File: config.mk
export PLATFORM = sky130hd
export DESIGN_NAME = latching_solenoid_flush_sequencer
export DESIGN_NICKNAME = d
export VERILOG_FILES = /design/src/rtl/lsfs_pkg.sv /design/src/rtl/latching_solenoid_flush_sequencer.sv
export SDC_FILE = /design/constraint.sdc
export NUM_CORES = 1
export LEC_CHECK = 0
export ABC_AREA = 1
export BUFFER_PORTS_ARGS = -buffer_cell sky130_fd_sc_hd__buf_2
export CAP_MARGIN = 30
export CORE_ASPECT_RATIO = 0.75
export CORE_UTILIZATION = 41
export DETAILED_ROUTE_END_ITERATION = 10
export MAX_ROUTING_LAYER = met4
export PLACE_DENSITY_LB_ADDON = 0.08
export SETUP_SLACK_MARGIN = 0.3
export SLEW_MARGIN = 20
export SYNTH_ARGS = -nofsm -noshare
export SYNTH_HDL_FRONTEND = slang
export SYNTH_SLANG_ARGS = --single-unit
File: constraint.sdc
create_clock -name i_clk -period 25.2 [get_ports i_clk]
set_clock_uncertainty 0.1 [all_clocks]
set_input_delay 2.52 -clock i_clk [delete_from_list [all_inputs] [get_ports i_clk]]
set_output_delay 2.52 -clock i_clk [all_outputs]
set_load 0.05 [all_outputs]
File: src/rtl/lsfs_pkg.sv
// Types and constants shared by the latching solenoid flush sequencer.
package lsfs_pkg;

    typedef enum logic [3:0] {
        PH_STARTUP = 4'd0,
        PH_IDLE    = 4'd1,
        PH_DELAY   = 4'd2,
        PH_FORWARD = 4'd3,
        PH_BRAKE   = 4'd4,
        PH_REVERSE = 4'd5,
        PH_HOLD    = 4'd6,
        PH_END     = 4'd7,
        PH_RELEASE = 4'd8
    } t_phase;

    // Configuration register indexes
    localparam int unsigned CFG_IDX_W = 4;
    typedef logic [CFG_IDX_W-1:0] t_cfg_idx;

    localparam t_cfg_idx CFG_STARTUP_WAIT  = 4'd0;
    localparam t_cfg_idx CFG_INITIAL_DELAY = 4'd1;
    localparam t_cfg_idx CFG_COIL_PULSE    = 4'd2;
    localparam t_cfg_idx CFG_MIN_FLUSH     = 4'd3;
    localparam t_cfg_idx CFG_FLUSH_STEP    = 4'd4;
    localparam t_cfg_idx CFG_BRAKE_HOLD    = 4'd5;
    localparam t_cfg_idx CFG_END_DELAY     = 4'd6;
    localparam t_cfg_idx CFG_HYSTERESIS    = 4'd7;

    localparam int unsigned CFG_DATA_W = 16;

    // Reset values of the configuration registers
    localparam logic [15:0] RST_STARTUP_WAIT  = 16'd3000;
    localparam logic [15:0] RST_INITIAL_DELAY = 16'd290;
    localparam logic [15:0] RST_COIL_PULSE    = 16'd15;
    localparam logic [14:0] RST_MIN_FLUSH     = 15'd1650;
    localparam logic [8:0]  RST_FLUSH_STEP    = 9'd100;
    localparam logic [15:0] RST_BRAKE_HOLD    = 16'd100;
    localparam logic [15:0] RST_END_DELAY     = 16'd1900;
    localparam logic [3:0]  RST_HYSTERESIS    = 4'd3;

    // Potentiometer clamp, applied to the halved sample
    localparam logic [6:0] POT_CLAMP_LO = 7'd8;
    localparam logic [6:0] POT_CLAMP_HI = 7'd119;

endpackage

File: src/rtl/latching_solenoid_flush_sequencer.sv
// Top level of the latching solenoid flush sequencer: filter, phase sequencer, output register.
//
//  Channel | Direction | Handshake              | Payload
//  --------+-----------+------------------------+--------------------------------------------
//  in      | input     | i_in_valid/o_in_ready  | i_button_level, i_pot_sample
//  out     | output    | o_out_valid/i_out_ready| o_drive_in1, o_drive_in2, o_button_state,
//          |           |                        | o_phase
//  cfg     | input     | i_cfg_valid/o_cfg_ready| i_cfg_index, i_cfg_data
//
//  One request per cycle while the result is not stalled: each request is worked out in the
//  cycle it is accepted and its result is loaded into the output register on the next edge.
//  The output register is the only stage; a new request is taken whenever that register is
//  empty or is being drained in the same cycle, so a stalled result stalls the input.
//  Reset (synchronous, active low) empties the output register, restores the registers to
//  their defaults and puts the sequencer in the startup phase with clear history.
//  Configuration writes are taken every cycle; indexes past the list are dropped.
module latching_solenoid_flush_sequencer #(
    parameter int unsigned HISTORY_LEN = 16
) (
    input  logic                        i_clk,
    input  logic                        i_rst_n,
    // input requests
    input  logic                        i_in_valid,
    output logic                        o_in_ready,
    input  logic                        i_button_level,
    input  logic [7:0]                  i_pot_sample,
    // results
    output logic                        o_out_valid,
    input  logic                        i_out_ready,
    output logic                        o_drive_in1,
    output logic                        o_drive_in2,
    output logic                        o_button_state,
    output lsfs_pkg::t_phase            o_phase,
    // configuration writes
    input  logic                        i_cfg_valid,
    output logic                        o_cfg_ready,
    input  lsfs_pkg::t_cfg_idx          i_cfg_index,
    input  logic [lsfs_pkg::CFG_DATA_W-1:0] i_cfg_data
);
    import lsfs_pkg::*;

    // Popcount width, and a compare width that also holds count plus margin
    localparam int unsigned CNT_W = $clog2(HISTORY_LEN + 1);
    localparam int unsigned TH_W  = $clog2(HISTORY_LEN + 16 + 1);
    localparam logic [TH_W-1:0] HALF_T = TH_W'(HISTORY_LEN / 2);

    // Configuration registers
    logic [15:0] r_startup_wait;
    logic [15:0] r_initial_delay;
    logic [15:0] r_coil_pulse;
    logic [14:0] r_min_flush;
    logic [8:0]  r_flush_step;
    logic [15:0] r_brake_hold;
    logic [15:0] r_end_delay;
    logic [3:0]  r_hysteresis;

    // Sequencer state
    logic [HISTORY_LEN-1:0] r_history, n_history;
    logic                   r_filtered, n_filtered;
    t_phase                 r_phase, n_phase;
    logic [15:0]            r_tick, n_tick;
    logic [15:0]            r_flush, n_flush;

    // Output register
    logic r_out_valid;

    logic w_in_accept;
    logic w_cfg_accept;

    // Filter path
    logic [HISTORY_LEN-1:0] w_hist_shift;
    logic [CNT_W-1:0]       w_count;
    logic [TH_W-1:0]        w_count_t;
    logic [TH_W-1:0]        w_margin_t;
    logic                   w_filt_new;

    // Flush time path
    logic [6:0]  w_pot_half;
    logic [6:0]  w_pot_clamped;
    logic [6:0]  w_pot_steps;
    logic [15:0] w_flush_prod;
    logic [16:0] w_flush_sum;
    logic [15:0] w_flush_new;

    logic [15:0] w_tick_inc;

    assign o_in_ready   = !r_out_valid || i_out_ready;
    assign w_in_accept  = i_in_valid && o_in_ready;
    assign o_cfg_ready  = 1'b1;
    assign w_cfg_accept = i_cfg_valid;
    assign o_out_valid  = r_out_valid;

    // Duration of a timed phase; the flush time is passed in so a fresh latch can be used
    function automatic logic [15:0] phase_len(input t_phase p, input logic [15:0] flush);
        logic [15:0] len;
        case (p)
            PH_DELAY:   len = r_initial_delay;
            PH_FORWARD: len = r_coil_pulse;
            PH_BRAKE:   len = flush;
            PH_REVERSE: len = r_coil_pulse;
            PH_HOLD:    len = r_brake_hold;
            PH_END:     len = r_end_delay;
            default:    len = 16'd1;
        endcase
        return len;
    endfunction

    // Enter a phase, stepping over timed phases of zero length; past the end coast
    // this lands on wait-release.
    function automatic t_phase skip_empty(input t_phase p, input logic [15:0] flush);
        t_phase ph;
        ph = p;
        for (int i = int'(PH_DELAY); i <= int'(PH_END); i++) begin
            if (ph == t_phase'(4'(i)) && phase_len(ph, flush) == 16'd0) begin
                ph = t_phase'(4'(ph) + 4'd1);
            end
        end
        return ph;
    endfunction

    // Button filter: shift in the pressed bit, count, compare with hysteresis
    always_comb begin
        w_hist_shift = {r_history[HISTORY_LEN-2:0], ~i_button_level};
        w_count = '0;
        for (int i = 0; i < HISTORY_LEN; i++) begin
            w_count = w_count + CNT_W'(w_hist_shift[i]);
        end
        w_count_t  = TH_W'(w_count);
        w_margin_t = TH_W'(r_hysteresis);
        // release at count <= half - margin, press at count >= half + margin;
        // written without subtraction so a margin above half simply never fires
        if (r_filtered && (w_count_t + w_margin_t <= HALF_T)) begin
            w_filt_new = 1'b0;
        end else if (!r_filtered && (w_count_t >= HALF_T + w_margin_t)) begin
            w_filt_new = 1'b1;
        end else begin
            w_filt_new = r_filtered;
        end
    end

    // Flush time: halve the sample, clamp, scale by the step, add the minimum, saturate
    always_comb begin
        w_pot_half = i_pot_sample[7:1];
        if (w_pot_half < POT_CLAMP_LO) begin
            w_pot_clamped = POT_CLAMP_LO;
        end else if (w_pot_half > POT_CLAMP_HI) begin
            w_pot_clamped = POT_CLAMP_HI;
        end else begin
            w_pot_clamped = w_pot_half;
        end
        w_pot_steps  = w_pot_clamped - POT_CLAMP_LO;
        w_flush_prod = 16'(w_pot_steps) * 16'(r_flush_step);
        w_flush_sum  = 17'(w_flush_prod) + 17'(r_min_flush);
        w_flush_new  = w_flush_sum[16] ? 16'hFFFF : w_flush_sum[15:0];
    end

    // Saturating tick increment
    assign w_tick_inc = (r_tick == 16'hFFFF) ? r_tick : r_tick + 16'd1;

    // Next state of the sequencer for the request being accepted
    always_comb begin
        n_history  = r_history;
        n_filtered = r_filtered;
        n_phase    = r_phase;
        n_tick     = r_tick;
        n_flush    = r_flush;
        case (r_phase)
            PH_STARTUP: begin
                // button is ignored until the startup wait has run out
                if (w_tick_inc >= r_startup_wait) begin
                    n_phase = PH_IDLE;
                    n_tick  = '0;
                end else begin
                    n_tick  = w_tick_inc;
                end
            end
            PH_IDLE: begin
                n_history  = w_hist_shift;
                n_filtered = w_filt_new;
                if (w_filt_new) begin
                    // latch the flush time and start the sequence on this same tick
                    n_flush = w_flush_new;
                    n_phase = skip_empty(PH_DELAY, w_flush_new);
                    n_tick  = '0;
                end
            end
            PH_DELAY, PH_FORWARD, PH_BRAKE, PH_REVERSE, PH_HOLD, PH_END: begin
                // filter is frozen; advance once the phase length is reached
                if (w_tick_inc >= phase_len(r_phase, r_flush)) begin
                    n_phase = skip_empty(t_phase'(4'(r_phase) + 4'd1), r_flush);
                    n_tick  = '0;
                end else begin
                    n_tick  = w_tick_inc;
                end
            end
            PH_RELEASE: begin
                n_history  = w_hist_shift;
                n_filtered = w_filt_new;
                if (!w_filt_new) begin
                    n_phase = PH_IDLE;
                    n_tick  = '0;
                end
            end
            default: begin
                n_phase = PH_IDLE;
                n_tick  = '0;
            end
        endcase
    end

    // Configuration registers
    always_ff @(posedge i_clk) begin
        if (!i_rst_n) begin
            r_startup_wait  <= RST_STARTUP_WAIT;
            r_initial_delay <= RST_INITIAL_DELAY;
            r_coil_pulse    <= RST_COIL_PULSE;
            r_min_flush     <= RST_MIN_FLUSH;
            r_flush_step    <= RST_FLUSH_STEP;
            r_brake_hold    <= RST_BRAKE_HOLD;
            r_end_delay     <= RST_END_DELAY;
            r_hysteresis    <= RST_HYSTERESIS;
        end else if (w_cfg_accept) begin
            case (i_cfg_index)
                CFG_STARTUP_WAIT:  r_startup_wait  <= i_cfg_data;
                CFG_INITIAL_DELAY: r_initial_delay <= i_cfg_data;
                CFG_COIL_PULSE:    r_coil_pulse    <= i_cfg_data;
                CFG_MIN_FLUSH:     r_min_flush     <= i_cfg_data[14:0];
                CFG_FLUSH_STEP:    r_flush_step    <= i_cfg_data[8:0];
                CFG_BRAKE_HOLD:    r_brake_hold    <= i_cfg_data;
                CFG_END_DELAY:     r_end_delay     <= i_cfg_data;
                CFG_HYSTERESIS:    r_hysteresis    <= i_cfg_data[3:0];
                default: ;
            endcase
        end
    end

    // Sequencer state register
    always_ff @(posedge i_clk) begin
        if (!i_rst_n) begin
            r_history  <= '0;
            r_filtered <= 1'b0;
            r_phase    <= PH_STARTUP;
            r_tick     <= '0;
            r_flush    <= '0;
        end else if (w_in_accept) begin
            r_history  <= n_history;
            r_filtered <= n_filtered;
            r_phase    <= n_phase;
            r_tick     <= n_tick;
            r_flush    <= n_flush;
        end
    end

    // Output register: hold until drained, load on every accepted request
    always_ff @(posedge i_clk) begin
        if (!i_rst_n) begin
            r_out_valid <= 1'b0;
        end else if (w_in_accept) begin
            r_out_valid <= 1'b1;
        end else if (i_out_ready) begin
            r_out_valid <= 1'b0;
        end
    end

    always_ff @(posedge i_clk) begin
        if (w_in_accept) begin
            o_drive_in1    <= (n_phase == PH_FORWARD) || (n_phase == PH_BRAKE)
                              || (n_phase == PH_HOLD);
            o_drive_in2    <= (n_phase == PH_BRAKE) || (n_phase == PH_REVERSE)
                              || (n_phase == PH_HOLD);
            o_button_state <= n_filtered;
            o_phase        <= n_phase;
        end
    end

`ifndef SYNTHESIS
    // Brake drive only ever appears in the brake and brake-hold phases
    assert property (@(posedge i_clk) disable iff (!i_rst_n)
        (o_out_valid && o_drive_in1 && o_drive_in2) |->
            (o_phase == PH_BRAKE || o_phase == PH_HOLD))
        else $error("brake drive outside a brake phase");

    // The filter does not move while a flush sequence runs
    assert property (@(posedge i_clk) disable iff (!i_rst_n)
        (w_in_accept && r_phase >= PH_DELAY && r_phase <= PH_END) |=>
            ($stable(r_history) && $stable(r_filtered)))
        else $error("button filter changed during flush");

    // Every phase change starts with a cleared tick counter
    assert property (@(posedge i_clk) disable iff (!i_rst_n)
        (w_in_accept && n_phase != r_phase) |=> (r_tick == 16'd0))
        else $error("tick counter not cleared on phase change");

    // A stalled result blocks new requests
    assert property (@(posedge i_clk) disable iff (!i_rst_n)
        (o_out_valid && !i_out_ready) |-> !o_in_ready)
        else $error("request taken while result is stalled");

    // Reset puts the sequencer into startup with an empty output register
    assert property (@(posedge i_clk)
        !i_rst_n |=> (r_phase == PH_STARTUP && !o_out_valid))
        else $error("reset did not restore startup phase");
`endif

endmodule
==> After elaboration in Yosys (flattened, before gate mapping) <==
Index checks and enable logic that the tools add are counted.
{ "totals": {"register_bits": 168, "inputBits": 34} }
{ "classes": {"n_addsub": 32, "mul": 1, "n_lt_le_gt_ge": 6, "n_eq_ne": 88, "mux": 88, "bitwise": 1, "n_reduce_logical": 61} }
{ "op_table": {"columns": ["operator", "count"], "rows": [
  ["case mux 16 bit (5 select lines)", 12],
  ["two-way mux 16 bit", 31],
  ["== test 4 x 3 -> 1 bit, second input constant", 55],
  ["zero test 16 bit", 12],
  ["two-way mux 4 bit", 35],
  ["== test 4 x 2 -> 1 bit, second input constant", 27],
  ["case mux 16 bit (4 select lines)", 1],
  ["adder 5 x 1 -> 5 bit", 11],
  ["adder 4 x 1 -> 4 bit, second input constant", 12],
  ["greater-or-equal comparator 16 bit", 2],
  ["OR reduction 2 bit", 13],
  ["AND reduction 2 bit", 9],
  ["adder 16 x 15 -> 17 bit", 1],
  ["adder 16 x 1 -> 16 bit, second input constant", 1],
  ["== test 16 bit, second input constant", 1],
  ["multiplier 7 x 9 -> 16 bit", 1],
  ["case mux 4 bit (4 select lines)", 1],
  ["logical AND 1 bit", 14],
  ["two-way mux 7 bit", 2],
  ["== test 4 x 1 -> 1 bit, second input constant", 2],
  ["zero test 4 bit", 2],
  ["> comparator 7 bit, second input constant", 1],
  ["less-than comparator 7 x 4 -> 1 bit, second input constant", 1],
  ["subtractor 7 x 4 -> 7 bit, second input constant", 1],
  ["other kinds (17)", 29]
]} }

==> Logic depth before layout (Yosys ltp) <==
Gate-level depths: netlist of the first run.
{ "logic_depth": {"depth_word": 79, "depth_mapped": 56, "mapped_depth_nobuf": 56} }

==> Worst setup path before layout of the first run <==
No wires, ideal clock.
{ "synth_timing": {"path_kind": "input -> register", "start": "input i_pot_sample[5]", "end": "register o_drive_in1 (data pin)", "t_arrival_ns": 9.500, "path_slack_ns": 15.347, "cell_stages": 52, "n_path_buf": 1, "path_cell_list": "nor2_1 nand2_1 nor2_1 inv_1 o21ai_1 inv_1 ha_1 or2_2 nand2_1 inv_1 nand2_1 fa_1 fa_1 fa_1 inv_1 fa_1 ha_1 nand2_1 (+16 left out) inv_1 ha_1 inv_1 nor2_1 o21ai_0 nand2_1 a21oi_1 nand2_1 a21oi_1 nand2_1 nand3_1 nand3_1 a21oi_4 inv_2 nand2_1 inv_1 nand2_1 nand2_1"} }
{ "synth_between": {"elab_chain_len": 58, "word_cells_on_any_way": 85} }
{ "synth_lines": {"columns": ["item", "line_no", "source"], "rows": [
  ["start: declaration", "latching_solenoid_flush_sequencer.sv:26", "input logic [7:0] i_pot_sample,"],
  ["> comparator 7 bit", "latching_solenoid_flush_sequencer.sv:146", "end else if (w_pot_half > POT_CLAMP_HI) begin"],
  ["two-way mux 7 bit", "latching_solenoid_flush_sequencer.sv:146", null],
  ["two-way mux 7 bit (*)", "latching_solenoid_flush_sequencer.sv:144", "if (w_pot_half < POT_CLAMP_LO) begin"],
  ["subtractor 7 x 4 -> 7 bit (*)", "latching_solenoid_flush_sequencer.sv:151", "w_pot_steps = w_pot_clamped - POT_CLAMP_LO;"],
  ["multiplier 7 x 9 -> 16 bit (*)", "latching_solenoid_flush_sequencer.sv:152", "w_flush_prod = 16'(w_pot_steps) * 16'(r_flush_step);"],
  ["adder 16 x 15 -> 17 bit (*)", "latching_solenoid_flush_sequencer.sv:153", "w_flush_sum = 17'(w_flush_prod) + 17'(r_min_flush);"],
  ["two-way mux 16 bit (*)", "latching_solenoid_flush_sequencer.sv:154", "w_flush_new = w_flush_sum[16] ? 16'hFFFF : w_flush_sum[15:0];"],
  ["case mux 16 bit (5 select lines)", "latching_solenoid_flush_sequencer.sv:96", "case (p)"],
  ["(+43 left out)", null, null],
  ["logical AND 1 bit", "latching_solenoid_flush_sequencer.sv:114", "if (ph == t_phase'(4'(i)) && phase_len(ph, flush) == 16'd0) begin"],
  ["two-way mux 4 bit (*)", "latching_solenoid_flush_sequencer.sv:114", null],
  ["two-way mux 4 bit (*)", "latching_solenoid_flush_sequencer.sv:180", "if (w_filt_new) begin"],
  ["case mux 4 bit (4 select lines) (*)", "latching_solenoid_flush_sequencer.sv:167", "case (r_phase)"],
  ["net n_phase[0]", "latching_solenoid_flush_sequencer.sv:60", "t_phase r_phase, n_phase;"],
  ["== test 4 x 2 -> 1 bit / == test 4 x 3 -> 1 bit (equally long branches)", "latching_solenoid_flush_sequencer.sv:267", "o_drive_in1 <= (n_phase == PH_FORWARD) || (n_phase == PH_BRAKE)"],
  ["logical OR 1 bit", "latching_solenoid_flush_sequencer.sv:267", null],
  ["logical OR 1 bit (*)", "latching_solenoid_flush_sequencer.sv:268", "|| (n_phase == PH_HOLD);"],
  ["end signal: assignment", "latching_solenoid_flush_sequencer.sv:267", null],
  ["end: declaration", "latching_solenoid_flush_sequencer.sv:30", "output logic o_drive_in1,"]
]} }
Mark *: on every way through the listed nets, which the timed path passes. The rest lies on a longest branch. The select of a mux whose other input is x is not followed.
A chain may end at the register's enable or synchronous reset.

==> Final worst setup path of the first run <==
{ "layout_timing": {"start": "input i_pot_sample[6]", "end": "register o_drive_in1 (data pin)"} }
The elaborated chain is that of the path after synthesis.

==> key figures, run 1 <==
Worst hold path
  – Hold WC Path Type: register to register
  – Min-delay src: r_startup_wait[10]$_SDFFE_PN0P_

Critical path
  – Critical Path AT: 11.92 ns
  – R2R Setup Slk: 16.67 ns
  – Worst EP required: 25.30 ns
  – Worst Setup End Kind: register
  – CP dominant cell by count: nand2_1
  – Crit Path Max Fanout: 11
  – CP top delay family: simple AND/OR/NAND/NOR gates
  – Worst r2r path cells: 46
  – R2R Path End: o_drive_in1$_DFFE_PP_
  – Buffers and inverters on the worst path: 9
  – Stages on the worst setup path: 51
  – Worst r2r src: r_flush_step[2]$_SDFFE_PN1P_
  – Critical Path Start: i_pot_sample[6]
  – Slowest CP cell: o21ai_1
  – Worst setup SP type: input pin
  – Worst Setup EP: o_drive_in1$_DFFE_PP_
  – CP max stage delay: 0.75 ns
  – CP Class: input pin to register

Clock network
  – TritonCTS buffer count: 17
  – Clk pin slew, worst setup/hold paths: 0.07 ns
  – CTS max path bufs: 2
  – Sink Count: 168
  – Total setup buffers inserted after CTS: 0
  – H-tree Lvls: 4
  – Resize count post-CTS: 0
  – Skew-Pair Late Insertion Delay: 0.46 ns
  – Root Driver: clkbuf_16
  – CTS tree: yes
  – Hold-fix buffers at CTS: 0

Synthesis
  – Yosys reg bits: 168
  – Unique masters post-synth: 52
  – Main synth FF type: dfxtp_1
  – Area share of the largest cell type after synthesis: 26.4%
  – Mapped Nets: 1,875
  – Syn Inst Count: 1,681
  – Post-Synth Simple-Gate Area: 22.0%
  – Post-Synth XOR/XNOR Area: 1.65%
  – Number of synthesized flops with an enable pin: 7
  – Async SR Flop Fraction: 0%
  – Most numerous cell in the Yosys netlist: inv_1
  – Synth warnings: 0
  – Area leader, netlist: dfxtp_1
  – Synth top cells by count: inv_1 (284), nor2_1 (227), nand2_1 (203)
  – Sequential share of the synthesized area: 28.1%
  – Post-synthesis mux area share: 0%
  – Synth Area in Compound Gates: 17.6%
  – Synth Cell Area: 0.0122 mm²
  – Syn Area/Cell: 7.26 µm²
  – Area contributors post-synth: dfxtp_1 (26%), ha_1 (10%), fa_1 (9.8%)
  – Adder-cell share of the synthesized area: 20.1%
  – Main combinational cell family by area after synthesis: simple AND/OR/NAND/NOR gates

Global routing
  – Vias in the first global route: 10,017
  – First-pass GRT wire length: 59.5 mm
  – GRT overflow: 0
  – Largest net degree at the start of global routing: 81
  – Initial antenna violation count: 0
  – Total GRT Usage: 26.8%

Job
  – Max-Cap Viols: 0

Timing
  – Slew @ Worst Pin: 0.977 ns
  – Tmin final: 11.82 ns
  – Slew Limit Headroom: 34.4%
  – Slew Limit Fails: 0
  – Final worst slack: 13.38 ns
  – Setup TNS Final: 0 ns
  – Final period utilization: 46.9%
  – Min Hold Slack: 0.366 ns
  – Hold Violations, Final: 0
  – RSZ-0062 raised after global routing: no
  – Setup violations, final: 0
  – Fmax achieved: 84.6 MHz

Power and ir drop
  – IR drop worst, VDD: 0.0471 mV
  – Power per cell area: 64.6 mW/mm²
  – Pleak: 0.00616 µW

Routing
  – WL/cell: 18.3 µm
  – Met2 routed WL: 14.4 mm
  – Vias per inst: 5.32
  – M1 WL: 20.5 mm
  – Drt total wl: 38.5 mm
  – Number of nets with antenna violations after detailed routing: 0
  – Vias post-DR: 11,226
  – Uppermost layer routed: met4
  – DRT Pass-1 Iters: 5
  – Drt drc: 0
  – Drt first-iter violations: 977
  – Met3 Routed Length: 3.26 mm

Layout
  – Share of cells above drive strength 1: 7.80%
  – Nets: 1,898
  – Final Non-Filler Cells: 2,109
  – Sequential Area: 0.00343 mm²
  – Util after Layout: 45.7%
  – Multi-input logic area: 0.00749 mm²
  – Ant. Diodes: 0
  – Fillers: 3,070
  – Layout area overhead: 9.24%

Place
  – Gpl congestion: 0.970
  – DP Worst Slack: 13.14 ns
  – # port buffers: 41
  – DP HPWL: 30.1 mm
  – Placed Cells: 2,077

Floorplan
  – CORE AREA: 0.0292 mm²
  – DIE WIDTH: 201 µm
  – Num rows: 54
  – Initial core utilization: 41.8%
  – Num ports: 44
  – Die area: 0.0305 mm²
  – Die height: 151 µm

Run status
  – Outcome: complete, no violations
[metrics by stage]
step	instance area, µm²	total power, µW
after global placement	12800	611
after floorplan	12200	525
after global routing	13300	921
final	13300	861
after CTS	13300	864
after detailed placement	12800	614
[worst reg2reg max path, delay by kind of cell (launching register included)]
| family | cells | cell delay [ns] |
|---|---|---|
| AND/OR/NAND/NOR | 22 | 2.37 |
| AO/OA/AOI/OAI | 11 | 2.21 |
| flip-flops | 1 | 0.32 |
| adder cells (fa/ha/maj) | 6 | 2.42 |
| buffers and inverters | 7 | 0.80 |
[worst min-delay path by stage]
stage / to / depth (start not counted)
after CTS: r_startup_wait[14]$_SDFFE_PN0P_ / 2
after global placement: r_startup_wait[12]$_SDFFE_PN0P_ / 2
final: r_startup_wait[10]$_SDFFE_PN0P_ / 2
after floorplan: r_startup_wait[10]$_SDFFE_PN0P_ / 2
after global routing: r_startup_wait[13]$_SDFFE_PN0P_ / 2
after detailed placement: r_min_flush[1]$_SDFFE_PN1P_ / 2
[layer usage]
| metal | up-vias | global-route usage, % |
|---|---|---|
| met1 | 5294 | 41.2 |
| met4 | 0 | 4.43 |
| met5 | - | - |
| met2 | 366 | 34.9 |
| met3 | 26 | 6.35 |
| li1 | 5540 | - |
[where the power goes]
group,leakage (µW),internal (µW),switching (µW)
registers,0.00138,280,9.74
logic,0.00453,111,213
clock network,0.000255,127,121
total,0.00616,517,343
[layout by cell type, fill, tap and decap left out, drive strengths merged, types with 7 or more instances in the layout]
| cell | netlist | routed |
|---|---|---|
| inv | 289 | 293 |
| nor2 | 235 | 235 |
| nand2 | 223 | 223 |
| o21ai | 168 | 168 |
| dfxtp | 161 | 161 |
| a21oi | 136 | 136 |
| ha | 100 | 100 |
| nand3 | 72 | 72 |
| fa | 60 | 60 |
| buf | 3 | 52 |
| nor3 | 33 | 33 |
| nand4 | 25 | 25 |
| a211oi | 18 | 18 |
| clkbuf | 45 | 18 |
| xor2 | 17 | 17 |
| o22ai | 14 | 14 |
| a221oi | 11 | 11 |
| clkinv | 3 | 9 |
| o211ai | 7 | 7 |
| edfxtp | 7 | 7 |
[area by class of cell]
type	count	area share [%]
Sequential cell	168	25.8
Inverter	292	8.22
Tap cell	392	3.68
Clock inverter	14	0.760
Timing Repair Buffer	52	2.15
Clock buffer	18	3.22
Multi-Input combinational cell	1173	56.2
[flip-flops by register name (all words and copies together), names as in the netlist]
signal	count
r_hysteresis	4
r_end_delay	16
o_drive_in1	1
o_out_valid	1
r_brake_hold	16
r_coil_pulse	16
r_filtered	1
r_phase	4
r_tick	16
r_flush	16
o_drive_in2	1
o_button_state	1
r_history	15
o_phase	4
r_startup_wait	16
r_min_flush	15
r_flush_step	9
r_initial_delay	16
[kinds of logic after synthesis]
group,Yosys count
flops,168
xor+xnor,23
buf+inv,340
simple gates,605
other cells,1
compound gates,384
fa+ha+maj,160
No activity file was read; power rests on OpenSTA's default activity.
==> inputs of run 2 (changes only) <==
==> constraint.sdc (replaced) <==
create_clock -name i_clk -period 10.75 [get_ports i_clk]
set_clock_uncertainty 0.1 [all_clocks]
set_input_delay 1.075 -clock i_clk [delete_from_list [all_inputs] [get_ports i_clk]]
set_output_delay 1.075 -clock i_clk [all_outputs]
set_load 0.05 [all_outputs]
==> run 2 against run 1 <==
Sequential cell count stayed put; final cell count hardly changed; global-route usage rose by 0.26 points; largest power group unchanged; highest routed layer unchanged.
==> key figures, run 2 (synthesis gave the netlist of run 1 again) <==
Layout
  – Most frequent cells in the layout: inv_1 (283), nor2_1 (227), nand2_1 (202), dfxtp_1 (161), o21ai_0 (160)
  – Multi-input logic area: 0.00750 mm² (about the same)
  – Sequential Area: 0.00343 mm² (unchanged)
  – Final instance area: 0.0134 mm² (+0.64%)
  – Most common cell after layout, fill and taps aside: inv_1
  – Fillers: 3,085 (+0.49%)
  – Layout area overhead: 9.93%
  – Util after Layout: 46.0% (+0.29 points)
  – Nets: 1,902 (+0.21%)
  – Ant. Diodes: 0 (unchanged)
  – Share of cells above drive strength 1: 7.80% (about the same)

Floorplan
  – Num rows: 54 (unchanged)
  – Initial core utilization: 41.8% (unchanged)
  – CORE AREA: 0.0292 mm² (unchanged)
  – Die area: 0.0305 mm² (unchanged)
  – Num ports: 44 (unchanged)
  – DIE WIDTH: 201 µm (unchanged)
  – Die height: 151 µm (unchanged)

Clock network
  – Skew-Pair Late Insertion Delay: 0.45 ns (about the same)
  – CTS max path bufs: 2 (unchanged)
  – TritonCTS buffer count: 17 (unchanged)
  – Total setup buffers inserted after CTS: 0 (unchanged)
  – Clk pin slew, worst setup/hold paths: 0.07 ns (about the same)
  – H-tree Lvls: 4 (unchanged)
  – Hold-fix buffers at CTS: 0 (unchanged)
  – Root Driver: clkbuf_16
  – CTS tree: yes
  – Sink Count: 168 (unchanged)

Power and ir drop
  – Pleak: 0.00621 µW (+0.78%)
  – Power per cell area: 154 mW/mm² (+140%)
  – Total power: 2070 µW (+140%)
  – IR drop worst, VDD: 0.110 mV (+130%)

Critical path
  – Worst Setup End Kind: register
  – CP max stage delay: 0.49 ns (-0.26 ns)
  – CP Class: input pin to register
  – Critical Path AT: 9.61 ns (-2.31 ns)
  – Crit Path Max Fanout: 9 (-2)
  – R2R Path End: o_drive_in1$_DFFE_PP_
  – Slowest CP cell: fa_1
  – Critical Path Start: i_pot_sample[5]
  – Worst r2r src: r_flush_step[3]$_SDFFE_PN0P_
  – Worst setup SP type: input pin
  – Worst EP required: 10.85 ns (-14.45 ns)
  – CP dominant cell by count: nand2_1
  – Worst r2r path cells: 47 (+2.2%)
  – Worst Setup EP: o_drive_in1$_DFFE_PP_
  – R2R Setup Slk: 2.52 ns (-14.15 ns)

Global routing
  – Initial antenna violation count: 1 (+1)
  – Total GRT Usage: 27.0% (+0.26 points)
  – Largest net degree at the start of global routing: 86 (+6.2%)
  – GRT overflow: 0 (unchanged)
  – First-pass GRT wire length: 59.9 mm (+0.74%)
  – Vias in the first global route: 10,188 (+1.7%)

Run status
  – Outcome: complete, no violations

Timing
  – Slew Limit Fails: 0 (unchanged)
  – Setup violations, final: 0 (unchanged)
  – RSZ-0062 raised after global routing: no
  – Setup TNS Final: 0 ns (unchanged)
  – Fmax achieved: 105 MHz
  – Tmin final: 9.51 ns
  – Final period utilization: 88.5%
  – Min Hold Slack: 0.364 ns (-0.00132 ns)
  – Hold Violations, Final: 0 (unchanged)
  – Slew @ Worst Pin: 0.842 ns (-0.136 ns)
  – Slew Limit Headroom: 43.9% (+9.5 points)

Job
  – Max-Cap Viols: 0 (unchanged)

Place
  – Dpl cell area: 0.0128 mm² (+0.24%)
  – DP HPWL: 30.2 mm (+0.14%)
  – # port buffers: 41 (unchanged)
  – Gpl congestion: 0.952 (-1.8%)

Routing
  – DRT Pass-1 Iters: 7 (+2)
  – Number of nets with antenna violations after detailed routing: 0 (unchanged)
  – Drt drc: 0 (unchanged)
  – Drt total wl: 38.6 mm (+0.20%)
  – WL/cell: 18.3 µm (+0.15%)
  – Vias post-DR: 11,230 (+0.036%)
  – Vias per inst: 5.32 (about the same)
  – Drt first-iter violations: 922 (-5.6%)

Worst hold path
  – Cells on Worst Hold Path: 2 (unchanged)
  – Hold WC Path Type: register to register
==> run 2: metrics by stage <==
stage               setup WS (ns)  instances
finish                       1.24       2110
global route                0.329       2110
CTS                          1.37       2110
detailed placement          0.911       2081
global placement             1.03       2080
floorplan                    2.34       1681
==> run 2: what timing repair did <==
item	CTS	global route
hold endpoints to repair	0	0
endpoints found under the setup margin	0	2
gates resized for setup	0	1
==> run 2: final cells by class <==
cell class,instances,share of cell area (%)
Sequential cell,168,25.6
Inverter,292,8.17
Multi-Input combinational cell,1173,55.9
Timing Repair Buffer,56,2.36
Tap cell,392,3.66
Clock buffer,22,3.46
Clock inverter,7,0.886
==> run 2: worst max-delay path, delay by kind of cell <==
family,cells,cell delay (ns)
AND/OR/NAND/NOR,18,2.26
buffers and inverters,10,0.87
adder cells (fa/ha/maj),7,2.58
AO/OA/AOI/OAI,14,2.64
XOR/XNOR,1,0.17
==> run 2: worst min-delay path by stage <==
stage	to	startpoint
final	r_startup_wait[10]$_SDFFE_PN0P_	r_startup_wait[10]$_SDFFE_PN0P_
after global routing	r_startup_wait[12]$_SDFFE_PN0P_	r_startup_wait[12]$_SDFFE_PN0P_
after CTS	r_startup_wait[10]$_SDFFE_PN0P_	r_startup_wait[10]$_SDFFE_PN0P_
after detailed placement	r_startup_wait[10]$_SDFFE_PN0P_	r_startup_wait[10]$_SDFFE_PN0P_
after global placement	r_startup_wait[6]$_SDFFE_PN0P_	r_startup_wait[6]$_SDFFE_PN0P_
after floorplan	r_startup_wait[10]$_SDFFE_PN0P_	r_startup_wait[10]$_SDFFE_PN0P_
==> run 2: power by group <==
| group | internal [µW] | total (µW) | switching (µW) |
|---|---|---|---|
| Combinational | 259 | 747 | 488 |
| Clock | 375 | 639 | 264 |
| Sequential | 657 | 681 | 23.9 |
==> run 2: layer usage <==
metal | part of all wire, % | track usage, % | up-vias
li1 | - | - | 5530
met1 | 54 | 41.8 | 5345
met2 | 37 | 35.4 | 336
met3 | 8.1 | 6.09 | 19
met4 | 0.69 | 4.05 | 0
met5 | 0 | - | -
